`config.mk`:
```
export PLATFORM = sky130hd
export DESIGN_NAME = remote_switch_ook_encoder_unit
export DESIGN_NICKNAME = d
export VERILOG_FILES = /design/src/hdl/rsook_pkg.sv /design/src/hdl/remote_switch_ook_encoder_unit.sv /design/src/hdl/rsook_seq.sv
export SDC_FILE = /design/constraint.sdc
export NUM_CORES = 1
export LEC_CHECK = 0
export BUFFER_PORTS_ARGS = -buffer_cell sky130_fd_sc_hd__buf_4
export CAP_MARGIN = 40
export CELL_PAD_IN_SITES_DETAIL_PLACEMENT = 0
export CELL_PAD_IN_SITES_GLOBAL_PLACEMENT = 1
export CORE_MARGIN = 2
export CORE_UTILIZATION = 45
export DETAILED_ROUTE_END_ITERATION = 6
export MAX_ROUTING_LAYER = met4
export PLACE_DENSITY = 0.88
export REMOVE_ABC_BUFFERS = 1
export SLEW_MARGIN = 20
export SYNTH_ARGS = -nofsm -noshare
export SYNTH_HDL_FRONTEND = slang
export SYNTH_SLANG_ARGS = --single-unit
```
`constraint.sdc`:
```
create_clock -name i_clk -period 5.2 [get_ports i_clk]
set_clock_uncertainty 0.05 [all_clocks]
set_input_delay 0.52 -clock i_clk [delete_from_list [all_inputs] [get_ports i_clk]]
set_output_delay 0.52 -clock i_clk [all_outputs]
set_load 0.02 [all_outputs]
```
`src/hdl/rsook_pkg.sv`:
```
// Shared types, constants and register indexes for the remote switch OOK encoder.
package rsook_pkg;

    // Default code word length
    localparam int WORD_BITS_DEF = 12;

    // Configuration register widths and reset values
    localparam int UNIT_W = 16;
    localparam int REP_W  = 8;
    localparam int CFG_W  = 16;
    localparam logic [UNIT_W-1:0] UNIT_TICKS_RST   = 16'd230;
    localparam logic [REP_W-1:0]  REPEAT_COUNT_RST = 8'd16;

    // Configuration register indexes
    localparam logic CFG_UNIT_TICKS   = 1'b0;
    localparam logic CFG_REPEAT_COUNT = 1'b1;

    // Command field widths and code word layout
    localparam int CHAN_W  = 4;
    localparam int CH_LSB  = 1;
    localparam int ON_BIT  = 8;

    // Pulse lengths in units
    localparam int UNITS_W = 5;
    localparam logic [UNITS_W-1:0] LONG_UNITS     = 5'd3;
    localparam logic [UNITS_W-1:0] SHORT_UNITS    = 5'd1;
    localparam logic [UNITS_W-1:0] SYNC_LOW_UNITS = 5'd31;

    // Input mode codes
    localparam logic MODE_TICK = 1'b0;
    localparam logic MODE_CMD  = 1'b1;

    // One result item
    typedef struct packed {
        logic line_level;
        logic busy_res;
        logic refused;
    } t_result;

endpackage

```
`src/hdl/remote_switch_ook_encoder_unit.sv`:
```
// The result of an item is registered and appears in the cycle after its transfer is accepted.
// Throughput: one item per cycle; the next item is taken while a result still waits,
// as long as the output register is empty or is being drained in the same cycle.
// Reset (synchronous, active low) makes the encoder idle with the line low and loads
// unit_ticks = 230 and repeat_count = 16.
module remote_switch_ook_encoder_unit #(
    parameter int WORD_BITS = rsook_pkg::WORD_BITS_DEF
) (
    input  logic                          i_clk,
    input  logic                          i_rst_n,
    // Input channel
    input  logic                          i_in_valid,
    output logic                          o_in_stall,
    input  logic                          i_mode,
    input  logic [rsook_pkg::CHAN_W-1:0]  i_channel,
    input  logic                          i_switch_on,
    // Output channel
    output logic                          o_out_valid,
    input  logic                          i_out_stall,
    output logic                          o_line_level,
    output logic                          o_busy_res,
    output logic                          o_refused,
    // Configuration write port
    input  logic                          i_cfg_we,
    input  logic                          i_cfg_idx,
    input  logic [rsook_pkg::CFG_W-1:0]   i_cfg_data
);
    import rsook_pkg::*;

    logic [UNIT_W-1:0] r_unit_ticks;
    logic [REP_W-1:0]  r_repeat_count;
    logic              r_out_valid;
    t_result           r_res;
    t_result           seq_res;
    logic              in_xfer;
    logic              out_xfer;

    assign o_in_stall = r_out_valid && i_out_stall;
    assign in_xfer    = i_in_valid && !o_in_stall;
    assign out_xfer   = r_out_valid && !i_out_stall;

    // Configuration registers
    always_ff @(posedge i_clk) begin
        if (!i_rst_n) begin
            r_unit_ticks   <= UNIT_TICKS_RST;
            r_repeat_count <= REPEAT_COUNT_RST;
        end else if (i_cfg_we) begin
            case (i_cfg_idx)
                CFG_UNIT_TICKS:   r_unit_ticks   <= i_cfg_data[UNIT_W-1:0];
                CFG_REPEAT_COUNT: r_repeat_count <= i_cfg_data[REP_W-1:0];
                default: ;
            endcase
        end
    end

    rsook_seq #(
        .WORD_BITS(WORD_BITS)
    ) u_seq (
        .i_clk          (i_clk),
        .i_rst_n        (i_rst_n),
        .i_step         (in_xfer),
        .i_mode         (i_mode),
        .i_channel      (i_channel),
        .i_switch_on    (i_switch_on),
        .i_unit_ticks   (r_unit_ticks),
        .i_repeat_count (r_repeat_count),
        .o_res          (seq_res)
    );

    // Output register valid flag
    always_ff @(posedge i_clk) begin
        if (!i_rst_n) begin
            r_out_valid <= 1'b0;
        end else if (in_xfer) begin
            r_out_valid <= 1'b1;
        end else if (out_xfer) begin
            r_out_valid <= 1'b0;
        end
    end

    // Output payload
    always_ff @(posedge i_clk) begin
        if (in_xfer) begin
            r_res <= seq_res;
        end
    end

    assign o_out_valid  = r_out_valid;
    assign o_line_level = r_res.line_level;
    assign o_busy_res   = r_res.busy_res;
    assign o_refused    = r_res.refused;

    // Every accepted item leaves a result behind
    a_xfer_gives_result: assert property (@(posedge i_clk) disable iff (!i_rst_n)
        in_xfer |=> r_out_valid)
        else $error("accepted item produced no result");

    // A refusal only happens while a transmission runs
    a_refused_busy: assert property (@(posedge i_clk) disable iff (!i_rst_n)
        r_out_valid && r_res.refused |-> r_res.busy_res)
        else $error("refused without busy");

    // The line is never driven high while idle
    a_level_busy: assert property (@(posedge i_clk) disable iff (!i_rst_n)
        r_out_valid && r_res.line_level |-> r_res.busy_res)
        else $error("line high while idle");

    // A waiting result is not overwritten
    a_hold_when_stalled: assert property (@(posedge i_clk) disable iff (!i_rst_n)
        r_out_valid && i_out_stall |-> !in_xfer)
        else $error("result overwritten while stalled");

endmodule

```
`src/hdl/rsook_seq.sv`:
```
// Waveform sequencer: frame, bit, symbol, unit and tick counters of the encoder.
module rsook_seq #(
    parameter int WORD_BITS = rsook_pkg::WORD_BITS_DEF
) (
    input  logic                          i_clk,
    input  logic                          i_rst_n,
    input  logic                          i_step,
    input  logic                          i_mode,
    input  logic [rsook_pkg::CHAN_W-1:0]  i_channel,
    input  logic                          i_switch_on,
    input  logic [rsook_pkg::UNIT_W-1:0]  i_unit_ticks,
    input  logic [rsook_pkg::REP_W-1:0]   i_repeat_count,
    output rsook_pkg::t_result            o_res
);
    import rsook_pkg::*;

    localparam int IDX_W = $clog2(WORD_BITS);
    localparam logic [IDX_W-1:0] LAST_IDX = IDX_W'(WORD_BITS - 1);

    logic [WORD_BITS-1:0] r_code, n_code;
    logic [REP_W-1:0]     r_frame_left, n_frame_left;
    logic [IDX_W-1:0]     r_bit_idx, n_bit_idx;
    logic                 r_second, n_second;
    logic                 r_high, n_high;
    logic                 r_sync, n_sync;
    logic [UNITS_W-1:0]   r_units, n_units;
    logic [UNIT_W-1:0]    r_ticks, n_ticks;
    logic                 r_active, n_active;

    logic [UNIT_W-1:0]    unit_len;
    logic [UNIT_W-1:0]    ticks_dec;
    logic [UNITS_W-1:0]   units_dec;
    logic [REP_W-1:0]     frame_dec;
    logic [2:0]           ch_code;
    logic                 cur_bit;
    logic                 next_bit;

    assign unit_len  = (i_unit_ticks == '0) ? UNIT_W'(1) : i_unit_ticks;
    assign ticks_dec = r_ticks - UNIT_W'(1);
    assign units_dec = r_units - UNITS_W'(1);
    assign frame_dec = r_frame_left - REP_W'(1);
    assign ch_code   = 3'(i_channel - CHAN_W'(1));
    assign cur_bit   = r_code[r_bit_idx];
    assign next_bit  = r_code[r_bit_idx + IDX_W'(1)];

    // Result of the current item, taken from state before it is updated
    always_comb begin
        o_res.busy_res   = r_active;
        o_res.line_level = r_active && r_high;
        o_res.refused    = 1'b0;
        if (i_mode == MODE_CMD) begin
            if (r_active) begin
                o_res.refused = 1'b1;
            end else begin
                o_res.busy_res   = 1'b1;
                o_res.line_level = 1'b1;
            end
        end
    end

    // Next state for a command or a tick
    always_comb begin
        n_code       = r_code;
        n_frame_left = r_frame_left;
        n_bit_idx    = r_bit_idx;
        n_second     = r_second;
        n_high       = r_high;
        n_sync       = r_sync;
        n_units      = r_units;
        n_ticks      = r_ticks;
        n_active     = r_active;
        if (i_mode == MODE_CMD) begin
            // Start a transmission unless one is running
            if (!r_active) begin
                n_code = '0;
                n_code[CH_LSB +: 3] = ~ch_code;
                n_code[ON_BIT]      = i_switch_on;
                n_frame_left = (i_repeat_count == '0) ? REP_W'(1) : i_repeat_count;
                n_ticks      = unit_len;
                n_active     = 1'b1;
                n_bit_idx    = '0;
                n_second     = 1'b0;
                n_high       = 1'b1;
                n_sync       = 1'b0;
                n_units      = n_code[0] ? LONG_UNITS : SHORT_UNITS;
            end
        end else if (r_active) begin
            if (ticks_dec != '0) begin
                n_ticks = ticks_dec;
            end else begin
                // Unit boundary
                n_ticks = unit_len;
                n_units = units_dec;
                if (units_dec == '0) begin
                    if (r_high) begin
                        n_high  = 1'b0;
                        n_units = r_sync ? SYNC_LOW_UNITS
                                         : (cur_bit ? SHORT_UNITS : LONG_UNITS);
                    end else if (r_sync) begin
                        // End of frame: repeat or finish
                        n_frame_left = frame_dec;
                        if (frame_dec == '0) begin
                            n_active = 1'b0;
                            n_sync   = 1'b0;
                        end else begin
                            n_bit_idx = '0;
                            n_second  = 1'b0;
                            n_high    = 1'b1;
                            n_sync    = 1'b0;
                            n_units   = r_code[0] ? LONG_UNITS : SHORT_UNITS;
                        end
                    end else if (!r_second) begin
                        n_second = 1'b1;
                        n_high   = 1'b1;
                        n_units  = cur_bit ? LONG_UNITS : SHORT_UNITS;
                    end else begin
                        n_second = 1'b0;
                        n_high   = 1'b1;
                        if (r_bit_idx >= LAST_IDX) begin
                            n_sync  = 1'b1;
                            n_units = SHORT_UNITS;
                        end else begin
                            n_bit_idx = r_bit_idx + IDX_W'(1);
                            n_units   = next_bit ? LONG_UNITS : SHORT_UNITS;
                        end
                    end
                end
            end
        end
    end

    // State registers, updated on each transfer
    always_ff @(posedge i_clk) begin
        if (!i_rst_n) begin
            r_code       <= '0;
            r_frame_left <= '0;
            r_bit_idx    <= '0;
            r_second     <= 1'b0;
            r_high       <= 1'b0;
            r_sync       <= 1'b0;
            r_units      <= '0;
            r_ticks      <= '0;
            r_active     <= 1'b0;
        end else if (i_step) begin
            r_code       <= n_code;
            r_frame_left <= n_frame_left;
            r_bit_idx    <= n_bit_idx;
            r_second     <= n_second;
            r_high       <= n_high;
            r_sync       <= n_sync;
            r_units      <= n_units;
            r_ticks      <= n_ticks;
            r_active     <= n_active;
        end
    end

endmodule
```
-- Word-level counts from Yosys, hierarchy flattened
Index checks and enable logic that the tools add are counted.
- bits of input ports: 28
- bits in registers: 69
- output and inout bits: 5
- bitwise logic cells: 3
- $lt $le $gt $ge: 3
- add/sub/neg operators: 5
- equality and inequality tests: 5
- reduce and logical (&&, ||, !) cells: 26
- muxes and demuxes: 76
- operators with widths (cell ; number):
    16-bit two-way mux ; 5
    8-bit two-way mux ; 8
    5-bit two-way mux ; 11
    4-bit two-way mux ; 10
    1-bit two-way mux ; 35
    16-bit zero test ; 1
    8-bit zero test ; 2
    16-bit nonzero test ; 1
    16-bit by 1-bit subtractor with 16-bit output (second input constant) ; 1
    7-bit AND reduction ; 2
    4-bit by 5-bit less-than comparator with 1-bit output (second input constant) ; 2
    9-bit AND reduction ; 1
    1-bit binary-select mux with 4-bit select ; 2
    2-bit two-way mux ; 4
    2-bit nonzero test ; 4
    8-bit by 1-bit subtractor with 8-bit output (second input constant) ; 1
    2-bit != test (second input constant) ; 3
    3-bit AND reduction ; 2
    6-bit AND reduction ; 1
    5-bit zero test ; 1
    5-bit AND reduction ; 1
    5-bit by 1-bit subtractor with 5-bit output (second input constant) ; 1
    4-bit by 1-bit adder with 4-bit output (second input constant) ; 1
    4-bit greater-or-equal comparator (second input constant) ; 1
    11 further kinds ; 17

-- Depth between registers and ports, before layout
- word-level depth: 12
- gate-level depth with buffers: 11

-- Hierarchy
Synthesis repeated with hierarchy kept, for this count alone.
- cell total of the unflattened synthesis: 521
- area total of the unflattened synthesis: 4216.5 um2
- by module, submodules not included (module ; times used ; sequential area each (um2) ; area an instance (um2) ; cells each):
    rsook_seq ; 1 ; 820.8 ; 3115.5 ; 408
    remote_switch_ook_encoder_unit ; 1 ; 590.6 ; 1101.1 ; 113

-- Least setup slack after synthesis
No wires, ideal clock.
- kind: input port to flip-flop
- start: input port i_mode
- end: register u_seq.r_frame_left[0]
- required time: 5.091 ns
- data arrival time: 2.931 ns
- stages on the path: 10
- setup slack: 2.161 ns
- cells stage by stage: clkbuf_1 inv_1 clkbuf_1 ha_1 nand2_1 clkbuf_1 a2111oi_0 nand3_1 nand2_1 o221a_2
- word-level cells in the longest chain between the ends: 2
- elaborated cells on any way between the ends: 8
- those cells by class: eq/ne: 3; mux: 1; reduce/logical: 4
- RTL lines (item ; line ; RTL):
    from (decl) ; remote_switch_ook_encoder_unit.sv:14 ; input logic i_mode,
    2-bit != test (no source line) / 2-bit nonzero test (equally long branches) ; -- ;
    7-bit AND reduction (no source line) ; -- ;
    to (signal assigned) ; rsook_seq.sv:146 ; r_frame_left <= n_frame_left;
    to (decl) ; rsook_seq.sv:21 ; logic [REP_W-1:0] r_frame_left, n_frame_left;
Several ways; a longest one is shown, not always the timed one.
A chain may end at the register's enable or synchronous reset.

-- Worst setup path in the final report
- start: register u_seq.r_ticks[0]
- end: register u_seq.r_ticks[3]
- word-level cells in the longest chain between the ends: 5
- RTL lines (item ; line ; RTL):
    from (decl) ; rsook_seq.sv:27 ; logic [UNIT_W-1:0] r_ticks, n_ticks;
    from (signal assigned) ; rsook_seq.sv:152 ; r_ticks <= n_ticks;
    16-bit by 1-bit subtractor with 16-bit output (*) ; rsook_seq.sv:39 ; assign ticks_dec = r_ticks - UNIT_W'(1);
    16-bit nonzero test ; rsook_seq.sv:88 ; if (ticks_dec != '0) begin
    16-bit two-way mux (*) ; rsook_seq.sv:88 ;
    16-bit two-way mux (*) ; rsook_seq.sv:87 ; end else if (r_active) begin
    16-bit two-way mux (*) ; rsook_seq.sv:72 ; if (i_mode == MODE_CMD) begin
Mark *: on every way between the ends. The rest lies on a longest branch, timed or not. The select of a mux whose other input is x is not followed.

==> flow_metrics.env <==
export IMPL_cp_arrival_ns=3.40
export IMPL_nFillCells=869
export IMPL_wl_met2_um=4850
export IMPL_fin_crit_sh_pct=61.6
export IMPL_max_slew_margin_rel_pct=54.9
export IMPL_leakage_uw=0.00177
export IMPL_die_x_um=99.8
export IMPL_remaining_drc_errors=0
export IMPL_setup_violations=0
export IMPL_postCtsResizedCells=0
export IMPL_yosysMostFrequentCell="nand2_1"
export IMPL_io_buffers=31
export IMPL_firstDrtPassIters=5
export IMPL_cts_tree="built"
export IMPL_synth_top_family_by_area="simple AND/OR/NAND/NOR gates"
export IMPL_synth_fa_ha_area_share_pct=3.03
export IMPL_drive_gt1_share_pct=12.7
export IMPL_finalNetCount=585
export IMPL_r2r_start="u_seq.r_ticks[0]"
export IMPL_place_gp_congestion=0.882
export IMPL_drv_slew=0
export IMPL_period_minus_slack_ns=3.20
export IMPL_synth_compound_gate_area_share_pct=22.1
export IMPL_internal_power_uw=925
export IMPL_switchingPower_uw=464
export IMPL_synth_main_ff_cell="dfxtp_1"
export IMPL_wirelength_um=10500
export IMPL_p_comb_share_pct=23.1
export IMPL_postCtsSetupBuffers=0
export IMPL_synth_xor_area_share_pct=1.70
export IMPL_vias=4003
export IMPL_die_h_um=99.8
export IMPL_die_area_mm2=0.00995
export IMPL_ioPinCount=33
export IMPL_hp_class="primary input to flop"
export IMPL_synth_area_mux_share_pct=3.76
export IMPL_wl_met1_um=5080
export IMPL_h_tree_depth=3
export IMPL_vdd_drop_max_mv=0.133
export IMPL_netlist_top_cell_by_area="dfxtp_1"
export IMPL_cp_endpoint="u_seq.r_ticks[3]"
export IMPL_num_antenna_cells=0
export IMPL_clockBufferDepth=2
export IMPL_row_count=34
export IMPL_yosys_register_bits=69
export IMPL_netlist_area_leader_share_pct=32.0
export IMPL_clkLatencyLatePin_ns=0.35
export IMPL_crit_start="u_seq.r_ticks[0]"
export IMPL_pwr_density_cell_mw_per_mm2=302
export IMPL_syn_cell_area_mm2=0.00413
export IMPL_synth_area_leaders="dfxtp_1 (32%), nand2_1 (8.4%), a21oi_1 (5.6%), nand3_1 (4.9%), ha_1 (3.0%)"
export IMPL_yosysSeqAreaShare_pct=34.2
export IMPL_initial_core_util_pct=46.9
export IMPL_overflow=0
export IMPL_antenna_found_initial=0
export IMPL_cts_sinks=69
export IMPL_outcome="finished clean"
export IMPL_fin_tns_setup_ns=0
export IMPL_rr_endpoint="u_seq.r_ticks[3]"
export IMPL_ys_warn_count=0
export IMPL_cap_violations=0
export IMPL_clockRootBuffer="clkbuf_8"
export IMPL_clk_pin_slew_ns=0.08
export IMPL_drt_iter0_drc=249
export IMPL_crit_path_end_kind="flop"
export IMPL_async_flop_share_pct=0
export IMPL_finalHoldViolCount=0
export IMPL_syn_to_final_growth_pct=11.4
export IMPL_required_ns=5.39
export IMPL_via_per_inst=6.07
export IMPL_rsz0062_at_grt="no"
export IMPL_antenna_left=0
export IMPL_fmax_mhz=312
export IMPL_synth_area_per_cell_um2=7.70
export IMPL_worstMarginPinSlew_ns=0.660
export IMPL_synthSimpleGateAreaFrac_pct=30.1
export IMPL_synth_edf_count=3
export IMPL_crit_path_start_kind="flop"
export IMPL_numCtsBuffers=9
export IMPL_core_mm2=0.00881
export IMPL_syn_inst=536
export IMPL_grtUsageTotal_pct=22.4
export IMPL_switching_share_pct=33.4
export IMPL_dpl_hpwl_um=7370
export IMPL_p_seq_share_pct=43.8
export IMPL_grt_pass1_vias=3720
export IMPL_grt_pass1_wl_um=17700
export IMPL_grt_start_max_net_pins=54
export IMPL_path_max_fanout=35
export IMPL_cts_hold_buffers=0
export IMPL_utilization_pct=52.2
export IMPL_wl_met3_um=475
export IMPL_synth_cell_type_count=71
export IMPL_clockPowerShare_pct=33.1
export IMPL_top_layer_used="met4"
export IMPL_worstSetupPathType="flop to flop"
export IMPL_synthTopCellsByCount="nand2_1 (92), dfxtp_1 (66), a21oi_1 (46), nand3_1 (40), nor2_1 (31)"
export IMPL_r2r_cells=8
export IMPL_ff2ff_setup_slack_ns=2.00
export IMPL_wire_per_inst_um=15.9
worst min path at each step:
| stage | startpoint | to | slack, ns | cells after the start |
|---|---|---|---|---|
| 6_report | i_in_valid | o_out_valid | 0.33 | 2 |
| 3_5_place_dp | r_repeat_count[0] | r_repeat_count[0] | 0.41 | 2 |
| 5_1_grt | i_in_valid | o_out_valid | 0.34 | 2 |
| 4_1_cts | i_in_valid | o_out_valid | 0.33 | 2 |
| 3_3_place_gp | r_repeat_count[0] | r_repeat_count[0] | 0.41 | 2 |
| 2_1_floorplan | r_unit_ticks[0] | r_unit_ticks[0] | 0.39 | 2 |
metal layers:
metal	vias up	GRT usage, %
met4	0	6.74
li1	1995	-
met3	10	2.74
met1	1889	30.6
met2	109	35.1
met5	-	-
cells by family (layout without fill, tap and decap cells):
logic type | count (synthesis) | in the layout
AOI/OAI and AO/OA | 133 | 133
xor gates and xnor gates | 8 | 8
adders and majority gates | 10 | 10
buffers and inverters | 53 | 69
DFF | 69 | 69
muxes | 15 | 15
and+or+nand+nor | 248 | 248
worst max-delay path, stage by stage, from the launching register on:
cell	delay, ns
dfxtp_1	0.39
or4_1	0.61
nor4_1	0.43
xor2_1	0.37
a211oi_4	0.09
a21oi_2	0.15
buf_4	0.36
mux2_2	0.39
o221a_2	0.26
cells in the final DEF, fill, tap and decap left out, drive strengths merged, types with 4 or more instances in the layout:
cell type  instances
or4                9
or3                9
mux2               4
a31oi              9
dfxtp             66
nand3b             6
nand2             92
nand2b             5
o21a               5
ha                10
o221ai             4
buf               38
o21ai             20
nand3             40
nor4               9
a21oi             47
o221a              4
and2               5
nor2b              5
o211ai             5
xnor2              4
clkbuf             9
mux2i             11
inv               18
nand4              6
nor2              31
xor2               4
nor3              14
area by class of cell:
class | count | area, um^2 | area share (%)
clock inverters | 7 | 80.1 | 1.74
clock buffers | 9 | 124 | 2.70
flip-flops and latches | 69 | 1410 | 30.7
multi-input cells | 414 | 2500 | 54.5
well taps | 108 | 135 | 2.94
inverters | 15 | 56.3 | 1.23
repair buffers | 38 | 285 | 6.21
sequential cells by signal, summed over array words and instances (netlist names):
register            cells
u_seq.r_frame_left      8
u_seq.r_bit_idx         4
u_seq.r_ticks          16
o_refused               1
r_unit_ticks           16
o_line_level            1
r_repeat_count          8
u_seq.r_sync            1
o_busy_res              1
u_seq.r_active          1
o_out_valid             1
u_seq.r_second          1
u_seq.r_high            1
u_seq.r_units           5
u_seq.r_code            4
power by group through the flow:
stage / combinational, uW / clock, uW / sequential [uW]
2_1_floorplan: 228 / 0 / 609
3_3_place_gp: 314 / 0 / 618
3_5_place_dp: 319 / 0 / 620
4_1_cts: 320 / 467 / 607
5_1_grt: 363 / 486 / 614
6_report: 322 / 460 / 609
through the flow:
stage                     hold slack [ns]  cell area (um^2)  worst slack, ns  power [uW]  cells
final                               0.334              4600             2.00        1390    660
after global routing                0.345              4600             1.78        1460    660
after CTS                           0.325              4600             2.00        1390    660
after detailed placement            0.405              4390             2.00         939    644
after global placement              0.405              4380             2.04         932    643
after floorplan                     0.386              3970             1.87         837    498
No activity file was read; power rests on OpenSTA's default activity.
